--- config.mk ---
export PLATFORM = sky130hd
export DESIGN_NAME = handle_slot_table
export DESIGN_NICKNAME = d
export VERILOG_FILES = /design/src/rtl/hst_pkg.sv /design/src/rtl/hst_front.sv /design/src/rtl/hst_fifo.sv /design/src/rtl/hst_back.sv /design/src/rtl/handle_slot_table.sv
export SDC_FILE = /design/constraint.sdc
export NUM_CORES = 1
export LEC_CHECK = 0
export ABC_AREA = 1
export BUFFER_PORTS_ARGS = -buffer_cell sky130_fd_sc_hd__buf_2
export CORE_AREA = 10 10 247 249
export DETAILED_ROUTE_END_ITERATION = 10
export DIE_AREA = 0 0 257 259
export PLACE_DENSITY = 0.58
export SLEW_MARGIN = 15
export SYNTH_ARGS = -nofsm -noshare
export SYNTH_HDL_FRONTEND = slang
export SYNTH_SLANG_ARGS = --single-unit
--- constraint.sdc ---
create_clock -name aclk -period 4.85 [get_ports aclk]
set_clock_uncertainty 0.05 [all_clocks]
set_input_delay 0.485 -clock aclk [delete_from_list [all_inputs] [get_ports aclk]]
set_output_delay 0.485 -clock aclk [all_outputs]
set_load 0.005 [all_outputs]
--- src/rtl/hst_pkg.sv ---
// Shared types, codes and constants of the handle slot table.
package hst_pkg;

    localparam int SLOTS_DEF   = 32;
    localparam int RESERVED    = 3;
    localparam int FIFO_DEPTH  = 2;

    localparam int CMD_W       = 3;
    localparam int SLOT_W      = 10;
    localparam int HOST_W      = 16;
    localparam int STATUS_W    = 2;
    localparam int FOUND_W     = 17;
    localparam int USERS_W     = 8;

    localparam int S_DATA_W    = 32;
    localparam int M_DATA_W    = 40;

    localparam logic [FOUND_W-1:0] NONE_HANDLE = 17'h1FFFF;
    localparam logic [USERS_W-1:0] USERS_MAX   = 8'hFF;

    localparam logic [CMD_W-1:0] CMD_OPEN   = 3'd0;
    localparam logic [CMD_W-1:0] CMD_CLOSE  = 3'd1;
    localparam logic [CMD_W-1:0] CMD_LOOKUP = 3'd2;
    localparam logic [CMD_W-1:0] CMD_ATTACH = 3'd3;
    localparam logic [CMD_W-1:0] CMD_DETACH = 3'd4;

    localparam logic [STATUS_W-1:0] ST_OK   = 2'd0;
    localparam logic [STATUS_W-1:0] ST_FULL = 2'd1;
    localparam logic [STATUS_W-1:0] ST_BAD  = 2'd2;

    typedef enum logic [2:0] {
        OP_OPEN,
        OP_CLOSE,
        OP_LOOKUP,
        OP_ATTACH,
        OP_DETACH,
        OP_BAD
    } op_t;

    typedef struct packed {
        op_t               op;
        logic [SLOT_W-1:0] slot;
        logic              in_range;
        logic [HOST_W-1:0] host;
    } req_t;

endpackage

--- src/rtl/hst_front.sv ---
// Front end: accepts commands from the input stream and classifies them.
module hst_front #(
    parameter int SLOTS = hst_pkg::SLOTS_DEF
) (
    input  logic                          s_tvalid,
    output logic                          s_tready,
    // s_tdata fields from bit 0: cmd[2:0], slot[12:3], host_handle[28:13], zero fill
    input  logic [hst_pkg::S_DATA_W-1:0]  s_tdata,
    output logic                          push_valid,
    input  logic                          push_ready,
    output hst_pkg::req_t                 push_req
);
    import hst_pkg::*;

    logic [CMD_W-1:0]  cmd;
    logic [SLOT_W-1:0] slot;

    assign cmd  = s_tdata[CMD_W-1:0];
    assign slot = s_tdata[CMD_W+SLOT_W-1:CMD_W];

    assign s_tready   = push_ready;
    assign push_valid = s_tvalid;

    always_comb begin
        push_req.slot     = slot;
        push_req.host     = s_tdata[CMD_W+SLOT_W+HOST_W-1:CMD_W+SLOT_W];
        push_req.in_range = ({1'b0, slot} < (SLOT_W+1)'(SLOTS));
        unique case (cmd)
            CMD_OPEN:   push_req.op = OP_OPEN;
            CMD_CLOSE:  push_req.op = OP_CLOSE;
            CMD_LOOKUP: push_req.op = OP_LOOKUP;
            CMD_ATTACH: push_req.op = OP_ATTACH;
            CMD_DETACH: push_req.op = OP_DETACH;
            default:    push_req.op = OP_BAD;
        endcase
    end

endmodule

--- src/rtl/hst_fifo.sv ---
// Short command queue between the front end and the table engine.
module hst_fifo (
    input  logic           aclk,
    input  logic           aresetn,
    input  logic           push_valid,
    output logic           push_ready,
    input  hst_pkg::req_t  push_req,
    output logic           pop_valid,
    input  logic           pop_ready,
    output hst_pkg::req_t  pop_req
);
    import hst_pkg::*;

    localparam int PTR_W = (FIFO_DEPTH > 1) ? $clog2(FIFO_DEPTH) : 1;
    localparam int CNT_W = $clog2(FIFO_DEPTH + 1);

    req_t             entry_reg [FIFO_DEPTH];
    logic [PTR_W-1:0] wptr_reg, wptr_next;
    logic [PTR_W-1:0] rptr_reg, rptr_next;
    logic [CNT_W-1:0] count_reg, count_next;
    logic             do_push, do_pop;

    assign push_ready = (count_reg != CNT_W'(FIFO_DEPTH));
    assign pop_valid  = (count_reg != '0);
    assign pop_req    = entry_reg[rptr_reg];
    assign do_push    = push_valid && push_ready;
    assign do_pop     = pop_valid && pop_ready;

    always_comb begin
        wptr_next  = wptr_reg;
        rptr_next  = rptr_reg;
        count_next = count_reg;
        if (do_push) begin
            wptr_next = (wptr_reg == PTR_W'(FIFO_DEPTH-1)) ? '0 : wptr_reg + 1'b1;
        end
        if (do_pop) begin
            rptr_next = (rptr_reg == PTR_W'(FIFO_DEPTH-1)) ? '0 : rptr_reg + 1'b1;
        end
        if (do_push && !do_pop) begin
            count_next = count_reg + 1'b1;
        end else if (do_pop && !do_push) begin
            count_next = count_reg - 1'b1;
        end
    end

    always_ff @(posedge aclk) begin
        if (!aresetn) begin
            wptr_reg  <= '0;
            rptr_reg  <= '0;
            count_reg <= '0;
        end else begin
            wptr_reg  <= wptr_next;
            rptr_reg  <= rptr_next;
            count_reg <= count_next;
        end
    end

    always_ff @(posedge aclk) begin
        if (do_push) begin
            entry_reg[wptr_reg] <= push_req;
        end
    end

endmodule

--- src/rtl/hst_back.sv ---
// Table engine: used map, host-handle memory, user count and output register.
module hst_back #(
    parameter int SLOTS = hst_pkg::SLOTS_DEF
) (
    input  logic                          aclk,
    input  logic                          aresetn,
    input  logic                          pop_valid,
    output logic                          pop_ready,
    input  hst_pkg::req_t                 pop_req,
    output logic                          m_tvalid,
    input  logic                          m_tready,
    // m_tdata fields from bit 0: status[1:0], granted_slot[11:2], found_handle[28:12],
    // is_open[29], user_count[37:30], zero fill
    output logic [hst_pkg::M_DATA_W-1:0]  m_tdata
);
    import hst_pkg::*;

    localparam int IDX_W = $clog2(SLOTS);

    logic [SLOTS-1:0]    used_reg, used_next;
    logic [RESERVED-1:0] raw_reg, raw_next;     // reserved slot not yet given a handle
    logic [USERS_W-1:0]  users_reg, users_next;
    logic [HOST_W-1:0]   mem [SLOTS];
    logic [HOST_W-1:0]   rdata_reg;

    logic                m_valid_reg, m_valid_next;
    logic [STATUS_W-1:0] status_reg, status_next;
    logic [SLOT_W-1:0]   granted_reg, granted_next;
    logic                is_open_reg, is_open_next;
    logic                use_mem_reg, use_mem_next;

    logic                adv;
    logic                free_found;
    logic [IDX_W-1:0]    free_idx;
    logic [IDX_W-1:0]    sidx;
    logic                hit;
    logic                mem_we, mem_re;

    assign pop_ready = !m_valid_reg || m_tready;
    assign adv       = pop_valid && pop_ready;
    assign sidx      = pop_req.slot[IDX_W-1:0];
    assign hit       = pop_req.in_range && used_reg[sidx];

    // lowest free slot
    always_comb begin
        free_found = 1'b0;
        free_idx   = '0;
        for (int i = SLOTS - 1; i >= 0; i--) begin
            if (!used_reg[i]) begin
                free_found = 1'b1;
                free_idx   = IDX_W'(i);
            end
        end
    end

    always_comb begin
        used_next    = used_reg;
        raw_next     = raw_reg;
        users_next   = users_reg;
        m_valid_next = m_valid_reg;
        status_next  = status_reg;
        granted_next = granted_reg;
        is_open_next = is_open_reg;
        use_mem_next = use_mem_reg;
        mem_we       = 1'b0;
        mem_re       = 1'b0;
        if (m_valid_reg && m_tready) begin
            m_valid_next = 1'b0;
        end
        if (adv) begin
            m_valid_next = 1'b1;
            status_next  = ST_OK;
            granted_next = '0;
            is_open_next = 1'b0;
            use_mem_next = 1'b0;
            unique case (pop_req.op)
                OP_OPEN: begin
                    if (free_found) begin
                        used_next[free_idx] = 1'b1;
                        mem_we              = 1'b1;
                        granted_next        = SLOT_W'(free_idx);
                        if (free_idx < IDX_W'(RESERVED)) begin
                            raw_next[free_idx[1:0]] = 1'b0;
                        end
                    end else begin
                        status_next = ST_FULL;
                    end
                end
                OP_CLOSE, OP_LOOKUP: begin
                    if (hit) begin
                        is_open_next = 1'b1;
                        use_mem_next = !((sidx < IDX_W'(RESERVED)) && raw_reg[sidx[1:0]]);
                        mem_re       = 1'b1;
                        if (pop_req.op == OP_CLOSE) begin
                            used_next[sidx] = 1'b0;
                            if (sidx < IDX_W'(RESERVED)) begin
                                raw_next[sidx[1:0]] = 1'b0;
                            end
                        end
                    end else begin
                        status_next = ST_BAD;
                    end
                end
                OP_ATTACH: begin
                    if (users_reg != USERS_MAX) begin
                        users_next = users_reg + 1'b1;
                    end
                end
                OP_DETACH: begin
                    if (users_reg != '0) begin
                        users_next = users_reg - 1'b1;
                    end
                end
                default: begin
                    status_next = ST_BAD;
                end
            endcase
        end
    end

    always_ff @(posedge aclk) begin
        if (!aresetn) begin
            used_reg    <= {{(SLOTS-RESERVED){1'b0}}, {RESERVED{1'b1}}};
            raw_reg     <= '1;
            users_reg   <= '0;
            m_valid_reg <= 1'b0;
        end else begin
            used_reg    <= used_next;
            raw_reg     <= raw_next;
            users_reg   <= users_next;
            m_valid_reg <= m_valid_next;
        end
    end

    always_ff @(posedge aclk) begin
        status_reg  <= status_next;
        granted_reg <= granted_next;
        is_open_reg <= is_open_next;
        use_mem_reg <= use_mem_next;
    end

    always_ff @(posedge aclk) begin
        if (mem_we) begin
            mem[free_idx] <= pop_req.host;
        end
        if (mem_re) begin
            rdata_reg <= mem[sidx];
        end
    end

    assign m_tvalid = m_valid_reg;
    assign m_tdata  = {2'b00, users_reg, is_open_reg,
                       use_mem_reg ? {1'b0, rdata_reg} : NONE_HANDLE,
                       granted_reg, status_reg};

    a_raw_implies_used: assert property (@(posedge aclk) disable iff (!aresetn)
        raw_reg[0] |-> used_reg[0])
        else $error("reserved slot lost its used bit while still unassigned");

    a_grant_only_ok: assert property (@(posedge aclk) disable iff (!aresetn)
        (m_valid_reg && status_reg != ST_OK) |-> (granted_reg == '0 && !is_open_reg))
        else $error("failed command carries a grant or open flag");

    a_mem_only_open: assert property (@(posedge aclk) disable iff (!aresetn)
        (m_valid_reg && use_mem_reg) |-> is_open_reg)
        else $error("stored handle returned for a slot that was not open");

    a_open_marks_used: assert property (@(posedge aclk) disable iff (!aresetn)
        (adv && pop_req.op == OP_OPEN && free_found) |=> used_reg[$past(free_idx)])
        else $error("granted slot not marked used");

endmodule

--- src/rtl/handle_slot_table.sv ---
// Handle slot table: maps small local slots to host handles, one result per command.
// A command waits in the queue, then the engine registers its result.
// One command per cycle unless m_tready stalls; a two-entry queue decouples front and back.
// The free-slot search is a priority encoder over the used map in the engine.
// Reset (synchronous, aresetn low): slots 0-2 used with no handle, user count zero.
// No clearing pass: the stored handle is returned only for slots given a handle.
module handle_slot_table #(
    parameter int SLOTS = hst_pkg::SLOTS_DEF
) (
    input  logic                          aclk,
    input  logic                          aresetn,
    input  logic                          s_tvalid,
    output logic                          s_tready,
    // s_tdata fields from bit 0: cmd[2:0], slot[12:3], host_handle[28:13], zero fill
    input  logic [hst_pkg::S_DATA_W-1:0]  s_tdata,
    output logic                          m_tvalid,
    input  logic                          m_tready,
    // m_tdata fields from bit 0: status[1:0], granted_slot[11:2], found_handle[28:12],
    // is_open[29], user_count[37:30], zero fill
    output logic [hst_pkg::M_DATA_W-1:0]  m_tdata
);
    import hst_pkg::*;

    logic push_valid, push_ready;
    logic pop_valid, pop_ready;
    req_t push_req, pop_req;

    hst_front #(.SLOTS(SLOTS)) u_front (
        .s_tvalid   (s_tvalid),
        .s_tready   (s_tready),
        .s_tdata    (s_tdata),
        .push_valid (push_valid),
        .push_ready (push_ready),
        .push_req   (push_req)
    );

    hst_fifo u_fifo (
        .aclk       (aclk),
        .aresetn    (aresetn),
        .push_valid (push_valid),
        .push_ready (push_ready),
        .push_req   (push_req),
        .pop_valid  (pop_valid),
        .pop_ready  (pop_ready),
        .pop_req    (pop_req)
    );

    hst_back #(.SLOTS(SLOTS)) u_back (
        .aclk      (aclk),
        .aresetn   (aresetn),
        .pop_valid (pop_valid),
        .pop_ready (pop_ready),
        .pop_req   (pop_req),
        .m_tvalid  (m_tvalid),
        .m_tready  (m_tready),
        .m_tdata   (m_tdata)
    );

endmodule
==> impl_metrics.yaml <==
floorplanning:
  fp-row-count: 87
  start_util_pct: 44.6
  io-pin-count: 78
  die_x_um: 257
  dieHeight_um: 259
  coreArea_mm2: 0.0560
  die-area_mm2: 0.0666
clock_network:
  htreeDepth: 3
  cts_buffer_depth: 3
  tritoncts: "built"
  cts_sinks: 636
  postCtsHoldBufs: 0
  cts_resized: 0
  post_cts_buffers: 0
  cts-root-buf: "clkbuf_16"
  clkLatencyLatePin_ps: 590
  clkTransAtPathRegs_ps: 60
  cts_buffers: 66
route:
  vias: 15570
  wirelength_mm: 64.2
  post_drt_wl_per_cell_um: 23.9
  first_iter_violations: 1417
  viasPerCell: 5.78
  drt_pass1_iterations: 6
  drc_errors: 0
  ant_nets: 0
synthesis:
  syn_area_per_cell_um2: 13.9
  syn_area_mm2: 0.0249
  synth.area.top_cells: "edfxtp_1 (71%), a22oi_1 (7.7%), dfxtp_1 (3.9%)"
  yosys_register_bits: 636
  yosysTopAreaCellShare_pct: 70.7
  synth_common_cells: "edfxtp_1 (587), a22oi_1 (257), a21oi_1 (174), nand2_1 (174), nor2_1 (115)"
  yosys_warnings: 0
  ys.flop_type: "edfxtp_1"
  async_flop_share_pct: 0
  yosysMostFrequentCell: "edfxtp_1"
  syn_inst: 1796
  synth_edf_count: 587
  synth_top_area_cell: "edfxtp_1"
  ys_seq_area_share_pct: 74.6
  yosys.cell_types.count: 47
pwr:
  pwr-share-clk_pct: 30.4
  ir_drop_mv: 0.333
  switchingPower_uw: 4990
  swShare_pct: 31.9
  powerDensity_mw_per_mm2: 551
  p_leak_uw: 0.00925
  seqPwrFrac_pct: 44.0
  internal-power_uw: 10700
  p_comb_share_pct: 25.6
critical_path:
  regToRegSetupSlack_ps: 830
  r2r-end: "u_back.mem[16][0]$_DFFE_PP_"
  cp_data_arrival_time_ps: 4220
  slowest_delay_ps: 390
  required_ps: 5060
  path_class: "reg -> reg"
  r2r-start: "u_back.used_reg[31]$_SDFFE_PN0P_"
  cp_common_cell: "nand2_1"
  cpMaxStageDelayCell: "dfxtp_1"
  r2r.worst_path.cells: 37
  crit_path_start: "u_back.used_reg[31]$_SDFFE_PN0P_"
  critPathLaunchType: "flop"
  cp_max_fo: 16
  crit_path_end_kind: "flop"
grt:
  grt_pass1_wl_mm: 96.9
  grt_pass1_vias: 15529
  grt_start_max_net_pins: 129
  grt_usage_pct: 18.9
  overflow: 0
  antenna_found_initial: 1
placed_design:
  port_buffers: 67
  post-place-cells: 2585
  place_area_mm2: 0.0264
  routabilityCongestion: 0.880
  dp_hpwl_mm: 38.0
timing:
  finalSetupViolCount: 0
  maxSlewViolCount: 0
  tns_ps: 0
  clock.fmax_mhz: 249
  slew_headroom_pct: 18.9
  worst_slew_pin_slew_ps: 1210
  fin_crit_ps: 4020
  rsz0062_at_grt: "no"
  timing.final.crit_share_pct: 82.8
  hold_viol_final: 0
hold_path:
  min_path_type: "in -> reg"
  holdPathStages: 1
  min_from: "s_tdata[21]"
  min_to: "u_fifo.entry_reg[0][8]$_DFFE_PP_"
flow_run:
  maxCapViolCount: 0
layout:
  drive_gt1_share_pct: 14.8
  nets: 1941
  layout.cells.non_filler: 2693
  finish.instance_area_mm2: 0.0284
  fillers: 4827
  largest_reg_flops: 512
  area_delta_synth_final_pct: 13.8
outcome:
  status: "finished clean"
[worst max-delay path by stage]
| stage | end | slack (ps) | cells past startpoint |
|---|---|---|---|
| final | u_back.mem[16][0]$_DFFE_PP_ | 830 | 37 |
| after global routing | u_back.mem[16][12]$_DFFE_PP_ | 540 | 37 |
| after CTS | u_back.mem[18][0]$_DFFE_PP_ | 900 | 37 |
| after detailed placement | u_back.mem[18][9]$_DFFE_PP_ | 930 | 37 |
| after global placement | u_back.mem[18][7]$_DFFE_PP_ | 950 | 37 |
| after floorplan | u_back.mem[10][0]$_DFFE_PP_ | 670 | 34 |
[per-layer routing]
metal	GRT usage [%]	wire length (um)
met1	25.5	27900
met2	30.9	31000
met3	2.86	3280
met4	6.72	2030
met5	0	0
[cell families (layout without fill, tap and decap cells)]
kind of cell / after synthesis / after routing / synth area share [%]
adder cells (fa/ha/maj): 8 / 8 / 0.432
AND/OR/NAND/NOR: 427 / 427 / 7.94
XOR/XNOR: 4 / 4 / 0.141
flip-flops: 636 / 636 / 74.6
AO/OA/AOI/OAI: 543 / 543 / 13.9
other: 1 / 8 / 0.0150
buffers and inverters: 177 / 311 / 2.91
[layout make-up]
cell class,instances,area [um^2],share of cell area [%]
sequential,636,18600,65.5
antenna,1,2.50,0.00882
timing repair buffer,128,843,2.97
inverter,76,288,1.01
multi-input combinational,989,5720,20.1
clock buffer,81,1730,6.09
clock inverter,26,254,0.895
tap,756,946,3.33
[stage by stage]
| stage | utilization (%) | hold WS, ps | total power, uW | setup WS [ps] |
|---|---|---|---|---|
| 6_report | 50.7 | 33.6 | 15600 | 835 |
| 5_1_grt | 50.7 | 13.2 | 16400 | 538 |
| 4_1_cts | 50.7 | 6.80 | 15800 | 900 |
| 3_5_place_dp | 47.2 | 394 | 11000 | 925 |
| 3_3_place_gp | 47.2 | 385 | 10900 | 949 |
| 2_1_floorplan | - | 369 | 9430 | 673 |
[power by group through the flow]
stage	Combinational, uW	Clock (uW)	Sequential, uW
after CTS	4030	4840	6890
after detailed placement	4020	0	7000
after floorplan	2460	0	6960
after global routing	4390	5060	6900
after global placement	3960	0	6990
final	4010	4760	6880
[worst max-delay path: cells and delay by family, from the launching register on]
family,cells,cell delay [ps]
buffers and inverters,3,490
DFF,1,390
and+or+nand+nor,34,2730
[cells in the final DEF, fill, tap and decap left out, types with 4 or more instances in the layout]
master	instances
a2111o_1	4
edfxtp_1	587
clkinv_2	8
o21ai_0	55
nand2_2	5
o21ai_1	17
or4_1	4
o22ai_1	15
bufinv_16	5
nor4_2	4
nand4_1	39
nor4_1	13
nor2_2	10
nor3_1	15
a21oi_1	174
dfxtp_1	49
conb_1	7
nor2_1	102
a22oi_1	257
a211oi_1	7
buf_2	67
clkinv_1	16
ha_1	7
buf_4	57
inv_2	9
inv_1	60
or2_0	4
clkbuf_16	67
nand3_1	14
nand2_1	170
clkbuf_1	14
nor2_4	6
buf_12	4
or2_2	33
(Power assumes the default switching activity.)
